### src/rtl/core/adv_pkg.sv
// ----------------------------------------------------------------------------
// adv_pkg: shared types and constants of the advertiser/scanner tick model
// Holds the request and response payloads and the per-beacon memory record.
// ----------------------------------------------------------------------------
package adv_pkg;

   localparam int MaxBeacons = 8;
   localparam int IdxW       = $clog2(MaxBeacons);
   localparam int CntW       = $clog2(MaxBeacons + 1);
   localparam logic [23:0] MaxDelay = 24'hFFFFFF;

   localparam logic OP_TICK = 1'b0;
   localparam logic OP_LOAD = 1'b1;

   localparam logic [2:0] CSR_WINDOW   = 3'd0;
   localparam logic [2:0] CSR_INTERVAL = 3'd1;
   localparam logic [2:0] CSR_SEND     = 3'd2;
   localparam logic [2:0] CSR_PKTLEN   = 3'd3;
   localparam logic [2:0] CSR_GAP      = 3'd4;
   localparam logic [2:0] CSR_USED     = 3'd5;

   typedef struct packed {
      logic        opcode;
      logic [2:0]  beacon_index;
      logic [23:0] start_delay;
      logic [30:0] random_word;
   } req_type;

   typedef struct packed {
      logic [3:0]  identified_count;
      logic        all_identified;
      logic [31:0] hit_count;
      logic [31:0] sent_count;
      logic [31:0] tick_count;
   } rsp_type;

   typedef struct packed {
      logic [23:0] countdown;
      logic [11:0] remaining;
      logic        active;
      logic        failed;
      logic        identified;
      logic [1:0]  channel;
   } beacon_type;

   // Millisecond count r / 1000, taken as (r / 8) / 125 by a reciprocal
   // multiplication that is exact for every 28-bit quotient r / 8.
   function automatic logic [21:0] rand_ms(input logic [30:0] rnd);
      logic [56:0] prod;
      prod = 57'(rnd[30:3]) * 57'd274877907;
      return prod[56:35];
   endfunction

   // (ms mod 11) * 1000; the quotient by 11 comes from a reciprocal
   // multiplication that is exact for every 22-bit millisecond count.
   function automatic logic [13:0] rand_delay(input logic [21:0] ms);
      logic [44:0] prod;
      logic [21:0] q;
      logic [3:0]  rem;
      prod = 45'(ms) * 45'd6100806;
      q    = 22'(prod[44:26]);
      rem  = 4'(ms - q * 22'd11);
      return 14'(rem) * 14'd1000;
   endfunction

endpackage

### src/rtl/core/adv_ram.sv
// ----------------------------------------------------------------------------
// adv_ram: beacon state memory
// One write port and one read port with registered read data.
// ----------------------------------------------------------------------------
module adv_ram (
   input  logic                   clock,
   input  logic                   wr_en,
   input  logic [adv_pkg::IdxW-1:0] wr_addr,
   input  adv_pkg::beacon_type    wr_data,
   input  logic [adv_pkg::IdxW-1:0] rd_addr,
   output adv_pkg::beacon_type    rd_data
);
   import adv_pkg::*;

   beacon_type mem_ff [MaxBeacons];
   beacon_type rd_ff;

   always_ff @(posedge clock) begin
      if (wr_en) mem_ff[wr_addr] <= wr_data;
      rd_ff <= mem_ff[rd_addr];
   end

   assign rd_data = rd_ff;
endmodule

### config.mk
export PLATFORM = sky130hd
export DESIGN_NAME = adv_ram
export DESIGN_NICKNAME = d
export VERILOG_FILES = /design/src/rtl/core/adv_pkg.sv /design/src/rtl/core/adv_ram.sv
export SDC_FILE = /design/constraint.sdc
export NUM_CORES = 1
export LEC_CHECK = 0
export BUFFER_PORTS_ARGS = -buffer_cell sky130_fd_sc_hd__buf_4
export CORE_MARGIN = 3
export CORE_UTILIZATION = 35
export CTS_CLUSTER_DIAMETER = 30
export DETAILED_ROUTE_END_ITERATION = 8
export PLACE_DENSITY_LB_ADDON = 0.08
export SYNTH_ARGS = -nofsm -noshare
export SYNTH_HDL_FRONTEND = slang
export SYNTH_SLANG_ARGS = --single-unit
### constraint.sdc
create_clock -name clock -period 6.5 [get_ports clock]
set_input_delay 0.975 -clock clock [delete_from_list [all_inputs] [get_ports clock]]
set_output_delay 0.975 -clock clock [all_outputs]
set_load 0.01 [all_outputs]
==> results.sh, run 1 <==
export IMPL_status="complete, no violations"
export IMPL_dp_slack_ns=3.12
export IMPL_fin_tns_setup_ns=0
export IMPL_power_uw=6990
export IMPL_irDropWorstVdd_mv=0.227
export IMPL_antenna_found_initial=2
export IMPL_synth_cell_types=13
export IMPL_die_area_sq_mm=0.0409
export IMPL_num_rows=71
export IMPL_multi_input_area_sq_mm=0.00272
export IMPL_mostFrequentLayoutCells="edfxtp_1 (328), buf_4 (98), clkbuf_16 (81), mux4_1 (80)"
export IMPL_seq_area_sq_mm=0.0107
export IMPL_dp_hpwl_mm=12.6
export IMPL_overflow=0
export IMPL_mostFrequentLayoutCell="edfxtp_1"
export IMPL_r2r_cells=2
export IMPL_cts_hold_buf=0
export IMPL_firstDrtPassIters=4
export IMPL_start_util=0.357
export IMPL_grt_pass1_vias=6573
export IMPL_ys_warn_count=0
export IMPL_via_count=5912
export IMPL_leakage_uw=0.00616
export IMPL_fin_util=0.463
export IMPL_cts_setup_buffers=0
export IMPL_dieHeight_um=202
export IMPL_clock_latency_ns=0.58
export IMPL_via_per_inst=4.67
export IMPL_place_area_sq_mm=0.0148
export IMPL_crit_fanout=43
export IMPL_hold_depth=1
export IMPL_stdcell_area_sq_mm=0.0175
export IMPL_place_congestion=0.664
export IMPL_max_freq_mhz=369
export IMPL_fin_ws_ns=3.79
export IMPL_wl_per_cell_um=21.5
export IMPL_drt_initial_drc_count=298
export IMPL_fin_skew_ns=0.0129
export IMPL_cap_viol_max_count=0
export IMPL_finalMaxSlewViolations=0
export IMPL_synthToLayoutAreaGrowth_pct=30.0
export IMPL_fin_crit_sh=0.417
export IMPL_syn_avg_cell_area_sq_um=25.6
export IMPL_r2r_start="mem_ff[2][10]"
export IMPL_cp_data_arrival_time_ns=3.17
export IMPL_grt_first_pass_wirelength_mm=40.7
export IMPL_worstHoldStart="wr_data[30]"
export IMPL_core_area_sq_mm=0.0378
export IMPL_cp_end_kind="flop"
export IMPL_required_ns=6.96
export IMPL_drive_gt1_frac=0.372
export IMPL_drc_errors=0
export IMPL_pin_count=90
export IMPL_cts_tree="built"
export IMPL_worstMarginPinSlew_ns=1.09
export IMPL_clk_pin_slew_ns=0.04
export IMPL_ant_nets=0
export IMPL_min_to="mem_ff[6][30]"
export IMPL_reg2reg_to="rd_data[10]"
export IMPL_finalSetupViolCount=0
export IMPL_ys_ff_latch=369
export IMPL_cts_resized=0
export IMPL_htreeDepth=3
export IMPL_numClockSinks=369
export IMPL_start_kind="input port"
export IMPL_ys_seq_area_frac=0.791
export IMPL_grt_max_degree=83
export IMPL_rsz0062_at_grt="no"
export IMPL_hold_viol=0
export IMPL_synth_nets=577
export IMPL_wl_mm=27.3
export IMPL_synthesis_area_sq_mm=0.0135
export IMPL_portBuffers=89
export IMPL_grt_usage=0.136
export IMPL_cts_made_buffers=81
export IMPL_cts_root_buf="clkbuf_16"
export IMPL_cts_buffer_depth=3
export IMPL_dieWidth_um=202
export IMPL_crit_type="input port to flop"
export IMPL_rrSetupSlack_ns=5.22
export IMPL_num_antenna_cells=0
export IMPL_power_density_mw_per_mm2=399
export IMPL_fin_nets=735
export IMPL_synth_cells=528
export IMPL_num_fill_cells=3186
export IMPL_slew_headroom=0.276
export IMPL_min_path_type="input port to flop"
export IMPL_period_minus_slack_ns=2.71
==> power breakdown <==
part	switching [uW]	internal, uW	total (uW)
combinational	130	135	266
clock	1290	2720	4010
sequential	26.6	2690	2720
total	1450	5540	6990
==> synthesized netlist by cell type (all sizes together) <==
| cell | n | area, sq um |
|---|---|---|
| edfxtp | 328 | 9850 |
| mux4 | 82 | 2150 |
| dfxtp | 41 | 821 |
| mux2 | 41 | 462 |
| buf | 16 | 128 |
| clkbuf | 7 | 27.5 |
| nor2 | 6 | 22.5 |
| nand2b | 3 | 18.8 |
| nand2 | 2 | 7.51 |
| nor3 | 2 | 10.0 |
==> registers in the layout, summed over array words and instances (netlist names) <==
| name | cells |
|---|---|
| rd_data | 41 |
| mem_ff | 328 |
==> through the flow <==
| step | hold slack, ns | std cells |
|---|---|---|
| 2_1_floorplan | 0.641 | 528 |
| 6_report | 0.619 | 1266 |
| 3_3_place_gp | 0.646 | 1114 |
| 4_1_cts | 0.585 | 1266 |
| 3_5_place_dp | 0.657 | 1114 |
| 5_1_grt | 0.594 | 1266 |
==> worst max-delay path, cell delays in order <==
cell    delay (ns)
buf_4         0.56
buf_4         0.66
mux4_1        0.65
mux2_2        0.27
==> cell families after synthesis <==
family,count (synthesis),synth area share
and+or+nand+nor,13,0.00436
DFF,369,0.791
buffers and inverters,23,0.0115
muxes,123,0.193
==> how the worst max path moves through the flow <==
| stage | to | slack (ns) | startpoint |
|---|---|---|---|
| floorplan | mem_ff[0][0] | 2.05 | wr_addr[2] |
| global placement | rd_data[7] | 3.15 | rd_addr[0] |
| detailed placement | rd_data[4] | 3.12 | rd_addr[0] |
| CTS | rd_data[4] | 3.74 | rd_addr[0] |
| global route | rd_data[8] | 3.70 | rd_addr[0] |
| finish | rd_data[4] | 3.79 | rd_addr[0] |
==> per-layer routing <==
layer | vias to the layer above | global-route usage | part of all wire
met3 | 56 | 0.0451 | 0.053
met2 | 150 | 0.229 | 0.51
li1 | 2662 | - | -
met5 | - | 0 | 0.00070
met4 | 4 | 0.0535 | 0.022
met1 | 3040 | 0.163 | 0.41
==> final cells by class <==
class | count | share of cell area
clock buffers | 99 | 0.122
flip-flops and latches | 369 | 0.608
multi-input cells | 136 | 0.155
repair buffers | 98 | 0.0419
clock inverters | 53 | 0.0364
well taps | 511 | 0.0365
Note: power is estimated with default switching activity, not from simulation.
==> run 2, diff against run 1 <==
--- a/config.mk
+++ b/config.mk
@@ -5,6 +5,7 @@
 export SDC_FILE = /design/constraint.sdc
 export NUM_CORES = 1
 export LEC_CHECK = 0
+export ABC_AREA = 1
 export BUFFER_PORTS_ARGS = -buffer_cell sky130_fd_sc_hd__buf_4
 export CORE_MARGIN = 3
 export CORE_UTILIZATION = 35
==> constraint.sdc (replaced) <==
create_clock -name clock -period 2.6 [get_ports clock]
set_input_delay 0.39 -clock clock [delete_from_list [all_inputs] [get_ports clock]]
set_output_delay 0.39 -clock clock [all_outputs]
set_load 0.01 [all_outputs]
==> run 2 against run 1 <==
Wire length grew 28%. Register-to-register slack lost 3.6 ns. Combinational power rose to 3.4 times the previous value. Design area up 12%. Synthesized area increased by 13%. Sequential power is 150% higher. Clock power grew to 2.8 times the previous value. Clock skew is 0.0036 ns lower. Flip-flop and latch count stayed put. Largest power group unchanged. Highest routed layer is now met4.
==> results.sh, run 2 <==
export IMPL_r2r_cells=6
export IMPL_pin_count=90
export IMPL_numClockSinks=369
export IMPL_cts_setup_buffers=0
export IMPL_synth_compound_area_frac=0
export IMPL_crit_type="flop to output pin"
export IMPL_crit_buf_inv=1
export IMPL_syn_avg_cell_area_sq_um=10.3
export IMPL_core_area_sq_mm=0.0424
export IMPL_cts_made_buffers=86
export IMPL_cp_data_arrival_time_ns=1.08
export IMPL_cap_viol_max_count=0
export IMPL_synth_area_leader_cell="edfxtp_1"
export IMPL_period_minus_slack_ns=1.47
export IMPL_worstMarginPinSlew_ns=1.12
export IMPL_ys_ff_latch=369
export IMPL_status="complete, no violations"
export IMPL_yosys_top_cells_count="nand2_1 (539), inv_1 (332), edfxtp_1 (328), nand3_1 (164), dfxtp_1 (41)"
export IMPL_grt_max_degree=165
export IMPL_power_uw=19000
export IMPL_synth_area_top_cells="edfxtp_1 (65%), nand2_1 (13%), inv_1 (8.2%), dfxtp_1 (5.4%), nand3_1 (5.4%)"
export IMPL_min_path_type="input port to flop"
export IMPL_ys_seq_area_frac=0.703
export IMPL_synthAdderAreaFrac=0
export IMPL_drc_errors=0
export IMPL_synth_nets=1525
export IMPL_start_util=0.358
export IMPL_drt_initial_drc_count=476
export IMPL_crit_chain="buf_4"
export IMPL_overflow=0
export IMPL_fin_tns_setup_ns=0
export IMPL_grt_pass1_vias=9922
export IMPL_cp_end_kind="output pin"
export IMPL_synth_top_family_by_area="simple AND/OR/NAND/NOR gates"
export IMPL_grt_usage=0.156
export IMPL_portBuffers=89
export IMPL_slew_headroom=0.252
export IMPL_fin_skew_ns=0.00934
export IMPL_drive_gt1_frac=0.158
export IMPL_leakage_uw=0.00897
export IMPL_ant_nets=0
export IMPL_yosys_area_share_simple=0.189
export IMPL_fin_crit_sh=0.564
export IMPL_max_stage_delay_ns=0.37
export IMPL_hold_viol=0
export IMPL_synth_top_cell_area_share=0.649
export IMPL_die_area_sq_mm=0.0459
export IMPL_mostFrequentLayoutCells="nand2_1 (539), inv_1 (331), edfxtp_1 (328), nand3_1 (164), buf_4 (105)"
export IMPL_muxShareOfSynthArea=0
export IMPL_ys_warn_count=0
export IMPL_cts_root_buf="clkbuf_16"
export IMPL_regMostFlops="mem_ff"
export IMPL_required_ns=2.21
export IMPL_post_synth_top_count_cell="nand2_1"
export IMPL_grt_first_pass_wirelength_mm=56.1
export IMPL_irDropWorstVdd_mv=0.680
export IMPL_wl_per_cell_um=15.4
export IMPL_yosys_most_used_dff="edfxtp_1"
export IMPL_crit_cells=1
export IMPL_hold_depth=1
export IMPL_num_antenna_cells=0
export IMPL_synthToLayoutAreaGrowth_pct=29.5
export IMPL_place_congestion=0.712
export IMPL_synthesis_area_sq_mm=0.0152
export IMPL_synth_xor_area_frac=0
export IMPL_synth_cell_types=12
export IMPL_place_area_sq_mm=0.0165
export IMPL_mostFrequentLayoutCell="nand2_1"
export IMPL_crit_fanout=1
export IMPL_via_count=9661
export IMPL_cts_tree="built"
export IMPL_dieHeight_um=214
export IMPL_wl_mm=35.0
export IMPL_critPathSlowestCell="dfxtp_1"
export IMPL_dp_hpwl_mm=17.8
export IMPL_finalMaxSlewViolations=0
export IMPL_synthArstFlopShare=0
export IMPL_crit_family="flip-flops"
export IMPL_firstDrtPassIters=5
export IMPL_finalSetupViolCount=0
export IMPL_clock_latency_ns=0.57
export IMPL_via_per_inst=4.27
export IMPL_fin_nets=1665
export IMPL_synth_edf_count=328
export IMPL_htreeDepth=3
export IMPL_start_kind="flop"
export IMPL_num_rows=75
export IMPL_antenna_found_initial=0
export IMPL_rrSetupSlack_ns=1.66
export IMPL_clk_pin_slew_ns=0.04
export IMPL_power_density_mw_per_mm2=966
export IMPL_stdcell_area_sq_mm=0.0197
export IMPL_synth_cells=1476
export IMPL_dieWidth_um=214
export IMPL_rsz0062_at_grt="no"
export IMPL_cts_buffer_depth=3
export IMPL_largest_reg_flops=328
export IMPL_cts_resized=0
export IMPL_max_freq_mhz=682
export IMPL_cts_hold_buf=0
[run 2: changes by cell type in the layout (fill, tap and decap cells not counted), sizes merged, moves of 3 or more]
cell | before | now
nand2 | 2 | 539
inv | 8 | 334
nand3 | 0 | 164
mux4 | 82 | 0
mux2 | 41 | 0
buf | 98 | 114
clkbuf | 99 | 114
bufinv | 9 | 16
clkinv | 26 | 19
nand2b | 3 | 0
[run 2: where the power goes]
part | total, uW | internal, uW | switching (uW)
sequential | 6780 | 6720 | 61.1
clock | 11300 | 8120 | 3200
combinational | 901 | 317 | 584
[run 2: routing by layer]
| metal | global-route usage | up-vias | wire length, um |
|---|---|---|---|
| li1 | - | 4894 | - |
| met1 | 0.201 | 4532 | 16000 |
| met2 | 0.259 | 164 | 16700 |
| met3 | 0.0327 | 71 | 1290 |
| met4 | 0.0630 | 0 | 1010 |
| met5 | 0 | - | 0 |
[run 2: cells by family after synthesis]
| family | Yosys count |
|---|---|
| flip-flops | 369 |
| AND/OR/NAND/NOR | 711 |
| buffers and inverters | 396 |
[run 2: path summary, 6_finish.rpt]
| check | start | endpoint |
|---|---|---|
| setup / recovery | rd_data[17] | rd_data[17] |
| hold / removal | wr_data[8] | mem_ff[0][8] |
| setup reg to reg | mem_ff[1][21] | rd_data[21] |
| hold reg to reg | mem_ff[0][2] | rd_data[2] |
[run 2: cell type report]
class | instances | area [sq um]
Multi-Input combinational cell | 711 | 2930
Inverter | 334 | 1260
Clock buffer | 114 | 2440
Sequential cell | 369 | 10700
Timing Repair Buffer | 114 | 960
Fill cell | 4058 | 22700
Tap cell | 577 | 722
Clock inverter | 45 | 679
[run 2: worst reg2reg max path, cell delays in order, from the launching register on]
cell and delay (ns):
edfxtp_1 0.36, inv_1 0.06, nand2_1 0.04, nand3_1 0.11
nand2_1 0.07, nand2_1 0.06, nand2_1 0.12
[run 2: through the flow]
step                      utilization  worst slack [ns]  hold WS [ns]  cells
after floorplan                     -           -0.0971         0.489   1476
after global placement          0.390             0.584         0.610   2105
after detailed placement        0.390             0.527         0.618   2105
after CTS                       0.464              1.06       0.00817   2264
after global routing            0.464              1.01        0.0233   2264
final                           0.464              1.13        0.0480   2264
==> run 3, diff against run 2 <==
==> constraint.sdc (replaced) <==
create_clock -name clock -period 1.2 [get_ports clock]
set_input_delay 0.18 -clock clock [delete_from_list [all_inputs] [get_ports clock]]
set_output_delay 0.18 -clock clock [all_outputs]
set_load 0.01 [all_outputs]
==> run 3 against run 2 <==
The flow now finishes with violations (negative setup slack). Worst hold slack lost 0.00051 ns. Critical path depth is the same. Power grew 120%. Design area grew 6.7%. Clock skew grew 0.0067 ns. Core utilization grew 3.1 points. Wire length grew 2.2%. Critical endpoint is now rd_data[10]. Largest power group unchanged.
==> results.sh, run 3 (synthesis results as in run 2) <==
export IMPL_reg2reg_to="rd_data[17]"
export IMPL_cts_setup_buffers=0
export IMPL_place_congestion=0.719
export IMPL_cp_data_arrival_time_ns=1.06
export IMPL_required_ns=1.02
export IMPL_synthToLayoutAreaGrowth_pct=38.2
export IMPL_fin_ws_ns=-0.0439
export IMPL_crit_fanout=1
export IMPL_hold_depth=4
export IMPL_max_stage_delay_ns=0.36
export IMPL_rrSetupSlack_ns=0.30
export IMPL_crit_chain="buf_6"
export IMPL_cp_end_kind="output pin"
export IMPL_mostFrequentLayoutCells="nand2_1 (533), inv_1 (328), edfxtp_1 (328), nand3_1 (164), clkbuf_16 (92)"
export IMPL_leakage_uw=0.00948
export IMPL_period_minus_slack_ns=1.24
export IMPL_grt_first_pass_wirelength_mm=56.6
export IMPL_start_kind="flop"
export IMPL_grt_max_degree=57
export IMPL_drc_errors=0
export IMPL_finalMaxSlewViolations=0
export IMPL_fin_crit_sh=1.04
export IMPL_htreeDepth=3
export IMPL_layout_cells_non_filler=2346
export IMPL_fin_nets=1740
export IMPL_cap_viol_max_count=0
export IMPL_via_count=9947
export IMPL_wl_mm=35.7
export IMPL_drive_gt1_frac=0.195
export IMPL_mostFrequentLayoutCell="nand2_1"
export IMPL_cts_tree="built"
export IMPL_power_density_mw_per_mm2=1980
export IMPL_clock_latency_ns=0.59
export IMPL_dp_slack_ns=-0.0635
export IMPL_crit_type="flop to output pin"
export IMPL_worstHoldStart="rd_addr[2]"
export IMPL_die_area_sq_mm=0.0459
export IMPL_rsz0062_at_grt="yes"
export IMPL_num_fill_cells=3821
export IMPL_core_area_sq_mm=0.0424
export IMPL_regMostFlops="mem_ff"
export IMPL_cts_root_buf="clkbuf_16"
export IMPL_dp_cells=2137
export IMPL_pin_count=90
export IMPL_dp_hpwl_mm=20.4
export IMPL_crit_buf_inv=1
export IMPL_failed_checks="negative setup slack"
export IMPL_fin_tns_setup_ns=-0.124
export IMPL_max_freq_mhz=804
export IMPL_cts_buffer_depth=3
export IMPL_slew_headroom=0.814
export IMPL_irDropWorstVdd_mv=0.901
export IMPL_ant_nets=0
export IMPL_num_rows=75
export IMPL_portBuffers=89
export IMPL_status="finished, violations left"
export IMPL_crit_family="flip-flops"
export IMPL_worstMarginPinSlew_ns=0.279
export IMPL_fin_skew_ns=0.0160
export IMPL_overflow=0
export IMPL_grt_usage=0.158
export IMPL_largest_reg_flops=328
export IMPL_min_to="rd_data[24]"
export IMPL_start_util=0.358
export IMPL_antenna_found_initial=3
export IMPL_dieWidth_um=214
export IMPL_numClockSinks=369
export IMPL_hold_viol=0
export IMPL_drt_initial_drc_count=495
export IMPL_grt_pass1_vias=9951
export IMPL_clk_pin_slew_ns=0.04
export IMPL_via_per_inst=4.24
export IMPL_min_path_type="input port to flop"
export IMPL_r2r_cells=6
export IMPL_critPathSlowestCell="dfxtp_4"
export IMPL_fin_util=0.495
export IMPL_dieHeight_um=214
export IMPL_finalSetupViolCount=4
export IMPL_wl_per_cell_um=15.2
export IMPL_cts_made_buffers=88
export IMPL_r2r_start="mem_ff[6][17]"
export IMPL_firstDrtPassIters=5
## run 3: changes by cell type in the layout (fill, tap and decap cells not counted), moves of 11 or more
cell and delta:
buf_12 +28, dfxtp_1 -37, buf_6 +40, dlygate4sd3_1 +41, clkbuf_8 -11, dfxtp_2 +34, buf_4 -36
## run 3: power breakdown
part | internal (uW) | total (uW) | leakage, uW | switching [uW]
Clock | 17200 | 24300 | 0.00149 | 7150
Sequential | 14600 | 14700 | 0.00333 | 158
Combinational | 1040 | 2400 | 0.00466 | 1360
## run 3: routing by layer
layer | global-route usage | vias to the layer above | wire [um]
met4 | 0.0614 | 0 | 853
li1 | - | 5055 | -
met3 | 0.0342 | 67 | 1560
met1 | 0.206 | 4638 | 16400
met2 | 0.260 | 187 | 16900
met5 | 0 | - | 0
## run 3: stage by stage
step	hold slack, ns	cell area (sq um)	power, uW
2_1_floorplan	0.279	15400	16000
3_3_place_gp	0.417	17300	17200
3_5_place_dp	0.416	17300	17200
4_1_cts	0.0328	21000	42000
5_1_grt	0.0685	21000	43000
6_report	0.0475	21000	41500
## run 3: repair_timing
action                                 in CTS  in global routing
setup endpoints to repair                  41                 36
endpoints found under the hold margin     328                  0
resized for setup                          69                 12
hold buffers                               41                  0
## run 3: cell type report
cell class,instances,area (sq um),share of cell area
Clock buffer,106,2360,0.113
Clock inverter,59,727,0.0347
Multi-Input combinational cell,711,3020,0.144
Antenna cell,3,7.51,0.000358
Timing Repair Buffer,187,2110,0.101
Inverter,334,1310,0.0622
Tap cell,577,722,0.0344
Sequential cell,369,10700,0.511
## run 3: worst max path at each step
stage                     start  slack [ns]  cells past startpoint            end
floorplan            wr_addr[0]       -0.13                      3   mem_ff[6][0]
global placement     rd_addr[0]       -0.06                      8    rd_data[39]
detailed placement   wr_addr[1]       -0.06                      5  mem_ff[4][24]
CTS                  rd_data[2]       -0.07                      1     rd_data[2]
global route        rd_data[10]       -0.07                      1    rd_data[10]
finish              rd_data[10]       -0.04                      1    rd_data[10]
## run 3: worst register-to-register path, stage by stage, from the launching register on
cell,delay [ns]
edfxtp_1,0.35
inv_1,0.06
nand2_1,0.05
nand3_1,0.11
nand2_1,0.07
nand2_1,0.05
nand2_1,0.08
